## config.mk

```make
export PLATFORM = sky130hd
export DESIGN_NAME = tagged_slot_allocator
export DESIGN_NICKNAME = d
export VERILOG_FILES = /design/src/sv/tsa_pkg.sv /design/src/sv/tagged_slot_allocator.sv /design/src/sv/tsa_dp.sv /design/src/sv/tsa_ctrl.sv
export VERILOG_INCLUDE_DIRS = /design/src /design/src/sv
export SDC_FILE = /design/constraint.sdc
export NUM_CORES = 2
export LEC_CHECK = 0
export BUFFER_PORTS_ARGS = -buffer_cell sky130_fd_sc_hd__buf_2
export CAP_MARGIN = 10
export CORE_MARGIN = 2
export CORE_UTILIZATION = 30
export CTS_CLUSTER_DIAMETER = 100
export CTS_CLUSTER_SIZE = 20
export DETAILED_ROUTE_END_ITERATION = 6
export GPL_ROUTABILITY_DRIVEN = 0
export SLEW_MARGIN = 5
export SYNTH_ARGS = -nofsm -noshare
export SYNTH_HDL_FRONTEND = slang
export SYNTH_SLANG_ARGS = --single-unit
export TNS_END_PERCENT = 100
```

## constraint.sdc

```tcl
create_clock -name clk -period 3.8 [get_ports clk]
set_input_delay 1.14 -clock clk [delete_from_list [all_inputs] [get_ports clk]]
set_output_delay 1.14 -clock clk [all_outputs]
set_load 0.005 [all_outputs]
```

## src/sv/tagged_slot_allocator_macros.svh

```systemverilog
// assertion macros for the tagged slot allocator
// no dependencies; taken in by the modules that carry checks
`ifndef TAGGED_SLOT_ALLOCATOR_MACROS_SVH
`define TAGGED_SLOT_ALLOCATOR_MACROS_SVH

// same-cycle implication, reset masks the check
`define TSA_ASSERT_IMP(lbl, clk, rst_n, ante, cons, msg) \
  lbl: assert property (@(posedge clk) disable iff (!rst_n) (ante) |-> (cons)) \
    else $error(msg);

// next-cycle implication, reset masks the check
`define TSA_ASSERT_NXT(lbl, clk, rst_n, ante, cons, msg) \
  lbl: assert property (@(posedge clk) disable iff (!rst_n) (ante) |=> (cons)) \
    else $error(msg);

`endif

```

## src/sv/tsa_pkg.sv

```systemverilog
// shared types, widths and codes of the tagged slot allocator
// used by tsa_dp, tsa_ctrl and tagged_slot_allocator; no dependencies
package tsa_pkg;

  localparam int NUM_SLOTS = 64;
  localparam int IDX_W     = $clog2(NUM_SLOTS);
  localparam int ID_W      = 16;
  localparam int OP_W      = 2;
  localparam int SEAT_W    = 7;
  localparam int CNT_W     = 7;
  localparam int ST_W      = 3;
  localparam int CFG_W     = 7;
  localparam int IN_W      = 32;
  localparam int OUT_W     = 40;

  typedef enum logic [OP_W-1:0] {
    OP_RESERVE = 2'd0,
    OP_RELEASE = 2'd1,
    OP_QUERY   = 2'd2,
    OP_CLEAR   = 2'd3
  } tsa_op_t;

  typedef enum logic [ST_W-1:0] {
    ST_OK           = 3'd0,
    ST_BAD_SLOT     = 3'd1,
    ST_ALREADY_FREE = 3'd2,
    ST_NO_FREE      = 3'd3,
    ST_ID_EXISTS    = 3'd4
  } tsa_status_t;

  // controller to datapath
  typedef struct packed {
    logic load;
    logic scan_start;
    logic scan_issue;
    logic seat_read;
    logic finish;
  } tsa_cmd_t;

  // datapath to controller
  typedef struct packed {
    logic is_reserve;
    logic is_clear;
    logic quick;
    logic seat_bad;
    logic scan_last;
    logic out_free;
  } tsa_sts_t;

  function automatic logic [CNT_W-1:0] sat_cap(input logic [CFG_W-1:0] v);
    logic [CNT_W-1:0] c;
    c = CNT_W'(v);
    if (c < CNT_W'(2)) c = CNT_W'(2);
    else if (c > CNT_W'(NUM_SLOTS)) c = CNT_W'(NUM_SLOTS);
    return c;
  endfunction

endpackage

```

## src/sv/tagged_slot_allocator.sv

```systemverilog
// Tagged slot allocator: a table of up to 64 slots, each free or tagged with an owner id.
// Input requests (in_*): reserve the lowest free slot for an id, release or query a
// 1-based slot, or clear the table. Every request gives exactly one result (out_*)
// with a status, the granted slot, the owner and the free and used counts afterwards.
// cfg_we with cfg_wdata sets the capacity (held to 2..64) and empties the table;
// write it only while no request is in flight.
// A reserve that needs the table walk reads the owner memory one slot per cycle, up to
// the capacity, to find the lowest free slot and any duplicate id; release and query
// read one memory word; clear and requests settled without a read go straight to the
// result. One request is worked on at a time; the controller returns to idle as the
// result is registered and accepts the next request from there.
// Reset empties the table, sets capacity to 64 and drops any pending result.
// The result sits in an output register; while out_tready is low the next request
// is still accepted and worked on, and waits at its end for the register to empty.
// depends on tsa_pkg, tsa_ctrl and tsa_dp
module tagged_slot_allocator (
  input  logic                       clk,
  input  logic                       rst_n,
  input  logic                       cfg_we,
  input  logic [tsa_pkg::CFG_W-1:0]  cfg_wdata,   // capacity
  input  logic                       in_tvalid,
  output logic                       in_tready,
  input  logic [tsa_pkg::IN_W-1:0]   in_tdata,    // command, client_id, seat, zero pad
  output logic                       out_tvalid,
  input  logic                       out_tready,
  output logic [tsa_pkg::OUT_W-1:0]  out_tdata    // status, slot_granted, owner_id,
                                                  // free_count, used_count
);
  import tsa_pkg::*;

  tsa_cmd_t cmd;
  tsa_sts_t sts;

  tsa_ctrl u_ctrl (
    .clk       (clk),
    .rst_n     (rst_n),
    .in_tvalid (in_tvalid),
    .in_tready (in_tready),
    .sts       (sts),
    .cmd       (cmd)
  );

  tsa_dp u_dp (
    .clk        (clk),
    .rst_n      (rst_n),
    .cfg_we     (cfg_we),
    .cfg_wdata  (cfg_wdata),
    .in_tdata   (in_tdata),
    .cmd        (cmd),
    .sts        (sts),
    .out_tready (out_tready),
    .out_tvalid (out_tvalid),
    .out_tdata  (out_tdata)
  );

endmodule

```

## src/sv/tsa_dp.sv

```systemverilog
// datapath of the tagged slot allocator: owner memory, valid bits, counters, result register
// depends on tsa_pkg and tagged_slot_allocator_macros.svh
`include "tagged_slot_allocator_macros.svh"

module tsa_dp (
  input  logic                     clk,
  input  logic                     rst_n,
  input  logic                     cfg_we,
  input  logic [tsa_pkg::CFG_W-1:0] cfg_wdata,
  input  logic [tsa_pkg::IN_W-1:0] in_tdata,
  input  tsa_pkg::tsa_cmd_t        cmd,
  output tsa_pkg::tsa_sts_t        sts,
  input  logic                     out_tready,
  output logic                     out_tvalid,
  output logic [tsa_pkg::OUT_W-1:0] out_tdata
);
  import tsa_pkg::*;

  localparam int SUM_W = CNT_W + 1;

  logic [ID_W-1:0]      mem [NUM_SLOTS];
  logic [NUM_SLOTS-1:0] vld_r, vld_nxt;
  logic [CNT_W-1:0]     cap_r, cap_nxt, free_r, free_nxt, used_r, used_nxt;

  tsa_op_t              req_op_r;
  logic [ID_W-1:0]      req_id_r;
  logic [SEAT_W-1:0]    req_seat_r;

  logic [IDX_W-1:0]     idx_r, chk_idx_r, pick_r, rd_addr, seat_idx;
  logic                 chk_r, found_r, dup_r;
  logic [ID_W-1:0]      rd_data_r;
  logic                 rd_vld_r;
  logic                 seat_bad, wr_en;

  tsa_status_t          res_status;
  logic [CNT_W-1:0]     res_grant;
  logic [ID_W-1:0]      res_owner;
  logic                 out_valid_r, out_valid_nxt;
  logic [OUT_W-1:0]     out_data_r;

  assign seat_idx = IDX_W'(req_seat_r - SEAT_W'(1));
  assign seat_bad = (req_seat_r == '0) || (CNT_W'(req_seat_r) > cap_r);
  assign rd_addr  = cmd.seat_read ? seat_idx : idx_r;

  assign sts.is_reserve = (req_op_r == OP_RESERVE);
  assign sts.is_clear   = (req_op_r == OP_CLEAR);
  assign sts.quick      = (free_r == '0) || (req_id_r == '0);
  assign sts.seat_bad   = seat_bad;
  assign sts.scan_last  = (idx_r == IDX_W'(cap_r - CNT_W'(1)));
  assign sts.out_free   = !out_valid_r || out_tready;

  // request capture and scan bookkeeping
  always_ff @(posedge clk) begin
    if (cmd.load) begin
      req_op_r   <= tsa_op_t'(in_tdata[OP_W-1:0]);
      req_id_r   <= in_tdata[OP_W +: ID_W];
      req_seat_r <= in_tdata[OP_W+ID_W +: SEAT_W];
    end
    if (cmd.scan_start) begin
      idx_r   <= '0;
      found_r <= 1'b0;
      dup_r   <= 1'b0;
    end else begin
      if (cmd.scan_issue) idx_r <= idx_r + IDX_W'(1);
      if (chk_r) begin
        // lowest free slot wins, any live match with the id marks a duplicate
        if (!rd_vld_r && !found_r) begin
          found_r <= 1'b1;
          pick_r  <= chk_idx_r;
        end
        if (rd_vld_r && (rd_data_r == req_id_r)) dup_r <= 1'b1;
      end
    end
    chk_idx_r <= idx_r;
  end

  // owner memory, registered read
  always_ff @(posedge clk) begin
    if (wr_en) mem[pick_r] <= req_id_r;
    if (cmd.scan_issue || cmd.seat_read) begin
      rd_data_r <= mem[rd_addr];
      rd_vld_r  <= vld_r[rd_addr];
    end
  end

  always_comb begin
    res_status = ST_OK;
    res_grant  = '0;
    res_owner  = '0;
    cap_nxt    = cap_r;
    free_nxt   = free_r;
    used_nxt   = used_r;
    vld_nxt    = vld_r;
    wr_en      = 1'b0;
    if (cfg_we) begin
      cap_nxt  = sat_cap(cfg_wdata);
      free_nxt = sat_cap(cfg_wdata);
      used_nxt = '0;
      vld_nxt  = '0;
    end else if (cmd.finish) begin
      case (req_op_r)
        OP_RESERVE: begin
          if (free_r == '0) begin
            res_status = ST_NO_FREE;
          end else if ((req_id_r == '0) || dup_r) begin
            res_status = ST_ID_EXISTS;
          end else begin
            wr_en           = 1'b1;
            vld_nxt[pick_r] = 1'b1;
            free_nxt        = free_r - CNT_W'(1);
            used_nxt        = used_r + CNT_W'(1);
            res_grant       = CNT_W'(pick_r) + CNT_W'(1);
          end
        end
        OP_RELEASE, OP_QUERY: begin
          if (seat_bad) begin
            res_status = ST_BAD_SLOT;
          end else if (req_op_r == OP_QUERY) begin
            res_owner = rd_vld_r ? rd_data_r : '0;
          end else if (!rd_vld_r) begin
            res_status = ST_ALREADY_FREE;
          end else begin
            res_owner         = rd_data_r;
            vld_nxt[seat_idx] = 1'b0;
            if (free_r < cap_r) free_nxt = free_r + CNT_W'(1);
            if (used_r != '0) used_nxt = used_r - CNT_W'(1);
          end
        end
        OP_CLEAR: begin
          vld_nxt  = '0;
          free_nxt = cap_r;
          used_nxt = '0;
        end
        default: ;
      endcase
    end
  end

  always_comb begin
    out_valid_nxt = out_valid_r;
    if (cmd.finish) out_valid_nxt = 1'b1;
    else if (out_tready) out_valid_nxt = 1'b0;
  end

  always_ff @(posedge clk) begin
    if (!rst_n) begin
      cap_r       <= CNT_W'(NUM_SLOTS);
      free_r      <= CNT_W'(NUM_SLOTS);
      used_r      <= '0;
      vld_r       <= '0;
      chk_r       <= 1'b0;
      out_valid_r <= 1'b0;
    end else begin
      cap_r       <= cap_nxt;
      free_r      <= free_nxt;
      used_r      <= used_nxt;
      vld_r       <= vld_nxt;
      chk_r       <= cmd.scan_issue;
      out_valid_r <= out_valid_nxt;
    end
  end

  always_ff @(posedge clk) begin
    if (cmd.finish) out_data_r <= {used_nxt, free_nxt, res_owner, res_grant, res_status};
  end

  assign out_tvalid = out_valid_r;
  assign out_tdata  = out_data_r;

  `TSA_ASSERT_IMP(a_count_sum, clk, rst_n, 1'b1, (SUM_W'(free_r) + SUM_W'(used_r)) == SUM_W'(cap_r), "free plus used differs from capacity")
  `TSA_ASSERT_IMP(a_finish_room, clk, rst_n, cmd.finish, sts.out_free, "result written over a pending one")
  `TSA_ASSERT_IMP(a_grant_free, clk, rst_n, wr_en, found_r && !vld_r[pick_r], "grant of a slot that is taken")
  `TSA_ASSERT_NXT(a_cfg_clear, clk, rst_n, cfg_we, (vld_r == '0) && (used_r == '0) && (free_r == cap_r), "table not cleared after capacity write")

endmodule

```

## src/sv/tsa_ctrl.sv

```systemverilog
// sequencer of the tagged slot allocator: accepts a request and steps the datapath
// depends on tsa_pkg
module tsa_ctrl (
  input  logic              clk,
  input  logic              rst_n,
  input  logic              in_tvalid,
  output logic              in_tready,
  input  tsa_pkg::tsa_sts_t sts,
  output tsa_pkg::tsa_cmd_t cmd
);
  import tsa_pkg::*;

  typedef enum logic [5:0] {
    S_IDLE = 6'b000001,
    S_DISP = 6'b000010,
    S_SCAN = 6'b000100,
    S_TAIL = 6'b001000,
    S_READ = 6'b010000,
    S_DONE = 6'b100000
  } state_t;

  state_t state_r, state_nxt;

  always_comb begin
    state_nxt = state_r;
    cmd       = '0;
    in_tready = 1'b0;
    case (state_r)
      S_IDLE: begin
        in_tready = 1'b1;
        if (in_tvalid) begin
          cmd.load  = 1'b1;
          state_nxt = S_DISP;
        end
      end
      S_DISP: begin
        if (sts.is_clear) begin
          state_nxt = S_DONE;
        end else if (sts.is_reserve) begin
          // full table or id zero: verdict needs no scan
          if (sts.quick) begin
            state_nxt = S_DONE;
          end else begin
            cmd.scan_start = 1'b1;
            state_nxt      = S_SCAN;
          end
        end else if (sts.seat_bad) begin
          state_nxt = S_DONE;
        end else begin
          state_nxt = S_READ;
        end
      end
      S_SCAN: begin
        cmd.scan_issue = 1'b1;
        if (sts.scan_last) state_nxt = S_TAIL;
      end
      S_TAIL: begin
        // last read word is compared here
        state_nxt = S_DONE;
      end
      S_READ: begin
        cmd.seat_read = 1'b1;
        state_nxt     = S_DONE;
      end
      S_DONE: begin
        if (sts.out_free) begin
          cmd.finish = 1'b1;
          state_nxt  = S_IDLE;
        end
      end
      default: state_nxt = S_IDLE;
    endcase
  end

  always_ff @(posedge clk) begin
    if (!rst_n) state_r <= S_IDLE;
    else        state_r <= state_nxt;
  end

endmodule

```

After elaboration in Yosys (flattened, before gate mapping)
Memory sizes are Yosys's and may differ from the RTL's. A register that Yosys moved wholly into a read port is not among the register bits.
Index checks and enable logic that the tools add are counted.
{"block": "word_totals", "in_bits": 44, "ramBits": 1024, "ff_bits": 179, "n_memories": 1, "elab_cells": 160}
{"block": "op_classes", "bitwise_logic": 8, "addsub": 8, "eq_ne": 19, "n_reduce_logical": 28, "magnitude_cmp": 9, "mux": 67}
{"name": "u_dp.mem", "words": 64, "width": 16, "rd": 1, "rd_ports_with_merged_regs": 1, "wr": 1, "line_no": "tsa_dp.sv:21", "rtl": "logic [ID_W-1:0] mem [NUM_SLOTS];"}
{"operator": "two-way mux 64 bit", "count": 5}
{"operator": "one-hot mux 64 bit (3 select lines)", "count": 1}
{"operator": "two-way mux 7 bit", "count": 18}
{"operator": "AND 64 bit", "count": 1}
{"operator": "inverter 64 bit", "count": 1}
{"operator": "bitwise OR 64 bit", "count": 1}
{"operator": "two-way mux 6 bit", "count": 8}
{"operator": "one-hot mux 7 bit (3 select lines)", "count": 2}
{"operator": "one-hot mux 6 bit (5 select lines)", "count": 1}
{"operator": "two-way mux 1 bit", "count": 23}
{"operator": "less-than comparator 6 x 7 -> 1 bit, second input constant", "count": 3}
{"operator": "== test 16 bit", "count": 1}
{"operator": "logical NOT 16 bit", "count": 1}
{"operator": "adder 7 x 1 -> 7 bit, second input constant", "count": 2}
{"operator": "logical NOT 7 bit", "count": 2}
{"operator": "!= test 2 bit, second input constant", "count": 7}
{"operator": "subtractor 7 x 1 -> 7 bit, second input constant", "count": 2}
{"operator": "demux 1 bit (select 6 bit)", "count": 2}
{"operator": "greater-or-equal comparator 6 x 1 -> 1 bit, second input constant", "count": 2}
{"operator": "two-way mux 3 bit", "count": 4}
{"operator": "subtractor 6 x 1 -> 6 bit, second input constant", "count": 2}
{"operator": "OR reduction 4 bit", "count": 2}
{"operator": "adder 6 x 1 -> 7 bit, second input constant", "count": 1}
{"operator": "greater-than comparator 7 bit", "count": 1}
{"operator": "other kinds (28)", "count": 46}

Depth between registers and ports, before layout
{"block": "depth", "word_depth": 11, "depth_mapped": 13, "depth_no_buf": 9}

Hierarchy
A second synthesis with hierarchy kept.
{"block": "hier_totals", "cells_unflattened": 2833, "area_unflattened_um2": 49314.8}
{"module": "tsa_dp", "instances": 1, "seq_area_each_um2": 35414.0, "cells_each": 2796, "area_each_um2": 48929.4}
{"module": "tsa_ctrl", "instances": 1, "seq_area_each_um2": 120.1, "cells_each": 37, "area_each_um2": 385.4}

Worst setup path before layout
Ideal clock, no wire load.
{"block": "synth_timing", "path_type": "reg2reg", "startpoint": "register u_dp.req_id_r[2]", "endpoint": "memory u_dp.mem[61][0] (enable)", "setup_slack_ps": 31, "t_arrival_ps": 3380, "path_stages_with_launch": 9, "setup_time_ps": 389, "n_path_buf": 3, "cell_sequence": "edfxtp_1 > nor4_1 > a41oi_1 > clkbuf_1 > nand2_1 > clkbuf_1 > or3_1 > clkbuf_1 > nor2_1"}
{"block": "synth_between", "elab_chain_cells": 9}
{"item": "from (decl)", "line_no": "tsa_dp.sv:26", "rtl": "logic [ID_W-1:0] req_id_r;"}
{"item": "from (signal assigned)", "line_no": "tsa_dp.sv:56", "rtl": "req_id_r <= in_tdata[OP_W +: ID_W];"}
{"item": "logical NOT 16 bit", "line_no": "tsa_dp.sv:105", "rtl": "end else if ((req_id_r == '0) || dup_r) begin"}
{"item": "logical OR 1 bit", "line_no": "tsa_dp.sv:105"}
{"item": "two-way mux 1 bit", "line_no": "tsa_dp.sv:105"}
{"item": "two-way mux 1 bit", "line_no": "tsa_dp.sv:103", "rtl": "if (free_r == '0) begin"}
{"item": "two-way mux 1 bit", "line_no": "tsa_dp.sv:101", "rtl": "case (req_op_r)"}
{"item": "two-way mux 1 bit", "line_no": "tsa_dp.sv:100", "rtl": "end else if (cmd.finish) begin"}
{"item": "two-way mux 1 bit", "line_no": "tsa_dp.sv:95", "rtl": "if (cfg_we) begin"}
{"item": "two-way mux 1 bit", "line_no": "tsa_dp.sv:79", "rtl": "if (wr_en) mem[pick_r] <= req_id_r;"}
{"item": "two-way mux 1 bit (implied by the code)", "line_no": "tsa_dp.sv:79"}
{"item": "to (decl)", "line_no": "tsa_dp.sv:21"}
No other way between the ends.

Final worst setup path
{"block": "layout_timing", "startpoint": "register u_ctrl.state_r[3]", "endpoint": "register u_dp.rd_data_r[10], read port of u_dp.mem, data pin"}
{"block": "layout_between", "elab_chain_cells": 3}
{"item": "from (decl)", "line_no": "tsa_ctrl.sv:22", "rtl": "state_t state_r, state_nxt;"}
{"item": "from (signal assigned)", "line_no": "tsa_ctrl.sv:77", "rtl": "else state_r <= state_nxt;"}
{"item": "== test 6 x 5 -> 1 bit / == test 6 x 3 -> 1 bit (equally long branches)", "line_no": "tsa_ctrl.sv:28", "rtl": "case (state_r)"}
{"item": "two-way mux 1 bit", "line_no": "tsa_ctrl.sv:28"}
{"item": "two-way mux 6 bit / logical OR 1 bit (equally long branches)", "line_no": "tsa_dp.sv:43, tsa_dp.sv:80"}
{"item": "to (decl)", "line_no": "tsa_dp.sv:31", "rtl": "logic [ID_W-1:0] rd_data_r;"}
Parallel ways exist; a longest one is shown, timed or not.
A chain may end at the register's enable or synchronous reset.

==> impl_metrics.tcl <==
set metrics [dict create \
    ant_nets 0 \
    vias_per_cell 5.527 \
    cp.buffers_inverters 1 \
    cts_max_level 3 \
    min_period_ns 3.561 \
    clock_skew_ns 0.03267 \
    power_leakage_uw 0.01861 \
    cap_violations 0 \
    worst_skew_pair.late_latency_ns 0.69 \
    worstSetupPathType "reg2reg" \
    tns_ns 0 \
    cts_hold_buffers 0 \
    start_kind "flip-flop" \
    synthXorXnorAreaFrac_pct 0.6928 \
    drv_slew 0 \
    synth_top_family_by_area "simple AND/OR/NAND/NOR gates" \
    clk_path_buf_depth 3 \
    crit_arrival_ns 3.97 \
    avgSynthCellArea_sq_um 12.87 \
    finalHoldViolCount 0 \
    max_stage_delay_ns 0.80 \
    ys_types 81 \
    grt.total_usage_pct 18.26 \
    min_from "u_dp.chk_idx_r[0]" \
    relSlewSlack_pct 36.63 \
    grt_antenna_before_repair 4 \
    grt_pass1_vias 33428 \
    die_y_um 419.7 \
    status "completed" \
    core_sq_mm 0.1715 \
    dpl.hpwl_um 101900 \
    crit_fanout 19 \
    syn_inst 4028 \
    r2r-start "u_ctrl.state_r[3]" \
    wl_per_cell_um 25.39 \
    worst_pin_slew_ns 0.9382 \
    cts-root-buf "clkbuf_16" \
    synth_edf_count 1112 \
    most-common-layout-cells "1,112 x edfxtp_1, 505 x nand2_1, 337 x nand3_1" \
    yosys_warnings 0 \
    final_cell_count_no_fill 6513 \
    grt_overflow 0 \
    dieArea_sq_mm 0.1761 \
    final_common_cell "edfxtp_1" \
    hold_class "reg2reg" \
    drt_pre_antenna_iters 6 \
    drive_gt1_share_pct 14.45 \
    synth_mux_area_share_pct 2.607 \
    holdWs_ns 0.4120 \
    synth_compound_area_share_pct 12.22 \
    synth_adder_area_share_pct 0.6035 \
    fp.dieW_um 419.7 \
    io_pins 86 \
    clock-sinks 1219 \
    fmax_mhz 280.8 \
    synth_simple_gate_area_share_pct 12.25 \
    fin_area_sq_mm 0.05890 \
    power_per_cell_area_mw_per_mm2 429.4 \
    vias 35996 \
    synth_fp_nets 4097 \
    syn_area_sq_mm 0.05183 \
    synth_seq_cells 1219 \
    grt_use_met2_pct 27.62 \
    top_usage_layer "met2" \
    fin_crit_sh_pct 93.71 \
    totalWireLength_um 165400 \
    grt_pass1_wl_um 237900 \
    place_area_sq_mm 0.05685 \
    crit_chain "nand2b_1 > nor2_8 > o21ai_2 > or2_1 > buf_12 > a21oi_1 > nor4_1 > a221oi_2" \
    port_buffers 78 \
    fillers 16751 \
    startpoint "u_ctrl.state_r[3]" \
    setup-violations-final 0 \
    required_ns 4.21 \
    end_kind "flip-flop" \
    initial_core_util_pct 30.22 \
    grt_max_degree 110 \
    nets 4245 \
    rsz0062_at_grt "false" \
    syn_to_final_growth_pct 13.64 \
    clk_pin_slew_ns 0.09 \
    critPathSlowestCell "o21ai_2" \
    seq_area_frac_synth_pct 68.56 \
    grtUsageMet1_pct 26.44 \
    drc 0 \
    worst_ir_drop_vdd_uv 377.1 \
    rows 152 \
    cts_tree "done" \
    synthArstFlopShare_pct 0 \
    use_met3_pct 3.615 \
    critPathTopFamily "simple AND/OR/NAND/NOR gates" \
    dp.cells 6412 \
    utilization_pct 34.34 \
    dr.first_iter.drc_count 4850 \
    cts_inserted_buffers 72 \
    synth_flop_cell "edfxtp_1" \
    post_cts_buffers 0 \
]
## cell type report
class	count	area, sq um	share of cell area, %
Antenna cell	1	2.502	0.004249
Clock buffer	90	1891	3.210
Clock inverter	10	142.6	0.2422
Inverter	29	108.9	0.1848
Multi-Input combinational cell	2458	14890	25.27
Sequential cell	1219	35530	60.33
Tap cell	2310	2890	4.907
Timing Repair Buffer	396	3445	5.848
## report_power, final
part	leakage (uW)	internal (uW)	switching [uW]
Combinational	0.00674	697	1670
Sequential	0.0109	14800	69.4
Clock	0.000980	3570	4480
## final timing paths
| check | to | slack [ns] | cells past startpoint |
|---|---|---|---|
| worst max register to register | u_dp.rd_data_r[10] | 0.24 | 8 |
| worst min-delay path | u_dp.pick_r[0] | 0.41 | 0 |
| worst max-delay path | u_dp.rd_data_r[10] | 0.24 | 8 |
| worst min register to register | u_dp.pick_r[0] | 0.41 | 0 |
## kinds of logic after synthesis
group,after synthesis
simple gates,1330
flops,1219
compound gates,932
buf+inv,351
mux,130
xor+xnor,41
fa+ha+maj,25
## state kept, by name, indices dropped and copies added, names as in the netlist
| signal | count |
|---|---|
| u_dp.out_tdata | 40 |
| u_dp.idx_r | 6 |
| u_dp.pick_r | 6 |
| u_ctrl.state_r | 6 |
| u_dp.found_r | 1 |
| u_dp.out_tvalid | 1 |
| u_dp.mem | 1024 |
| u_dp.dup_r | 1 |
| u_dp.rd_data_r | 16 |
| u_dp.chk_r | 1 |
| u_dp.chk_idx_r | 6 |
| u_dp.req_op_r | 2 |
| u_dp.cap_r | 7 |
| u_dp.free_r | 7 |
| u_dp.req_id_r | 16 |
| u_dp.rd_vld_r | 1 |
| u_dp.used_r | 7 |
| u_dp.vld_r | 64 |
| u_dp.req_seat_r | 7 |
## metal layers
metal / share of wire [%] / vias up
li1: - / 15759
met1: 43 / 18117
met2: 44 / 1874
met3: 10 / 240
met4: 2.9 / 6
met5: 0.030 / -
## synth_stat cells, drive strengths merged, types with 17 or more instances
library cell	n	area (sq um)
a211o	51	446.7
a211oi	117	883.4
a21oi	204	1025
a221oi	39	447.9
a311oi	32	280.3
a31oi	113	706.9
a32o	18	180.2
and2	28	175.2
and3	60	375.4
buf	140	802.0
clkbuf	182	683.2
dfxtp	107	2142
edfxtp	1112	33390
ha	25	312.8
inv	29	108.9
mux2	37	416.7
mux2i	93	934.6
nand2	509	1921
nand2b	41	256.5
nand3	339	1697
nand4	56	350.3
nor2	128	501.7
nor3	68	351.6
nor4	35	219.0
o2111ai	32	280.3
o21ai	217	1094
o221a	17	191.4
o221ai	18	157.7
o32ai	17	156.4
or3	19	118.9
xnor2	32	280.3
## what timing repair did
item | CTS | global route
resized for setup | 0 | 2
endpoints found under the hold margin | 0 | 0
endpoints found under the setup margin | 0 | 14
## metrics by stage
step | worst slack [ns] | power (uW)
4_1_cts | 0.1246 | 25340
3_5_place_dp | 0.1606 | 17480
3_3_place_gp | 0.1558 | 17440
2_1_floorplan | 0.03098 | 16440
5_1_grt | 0.1249 | 26010
6_report | 0.2392 | 25290
Note: power is estimated with default switching activity, not from simulation.
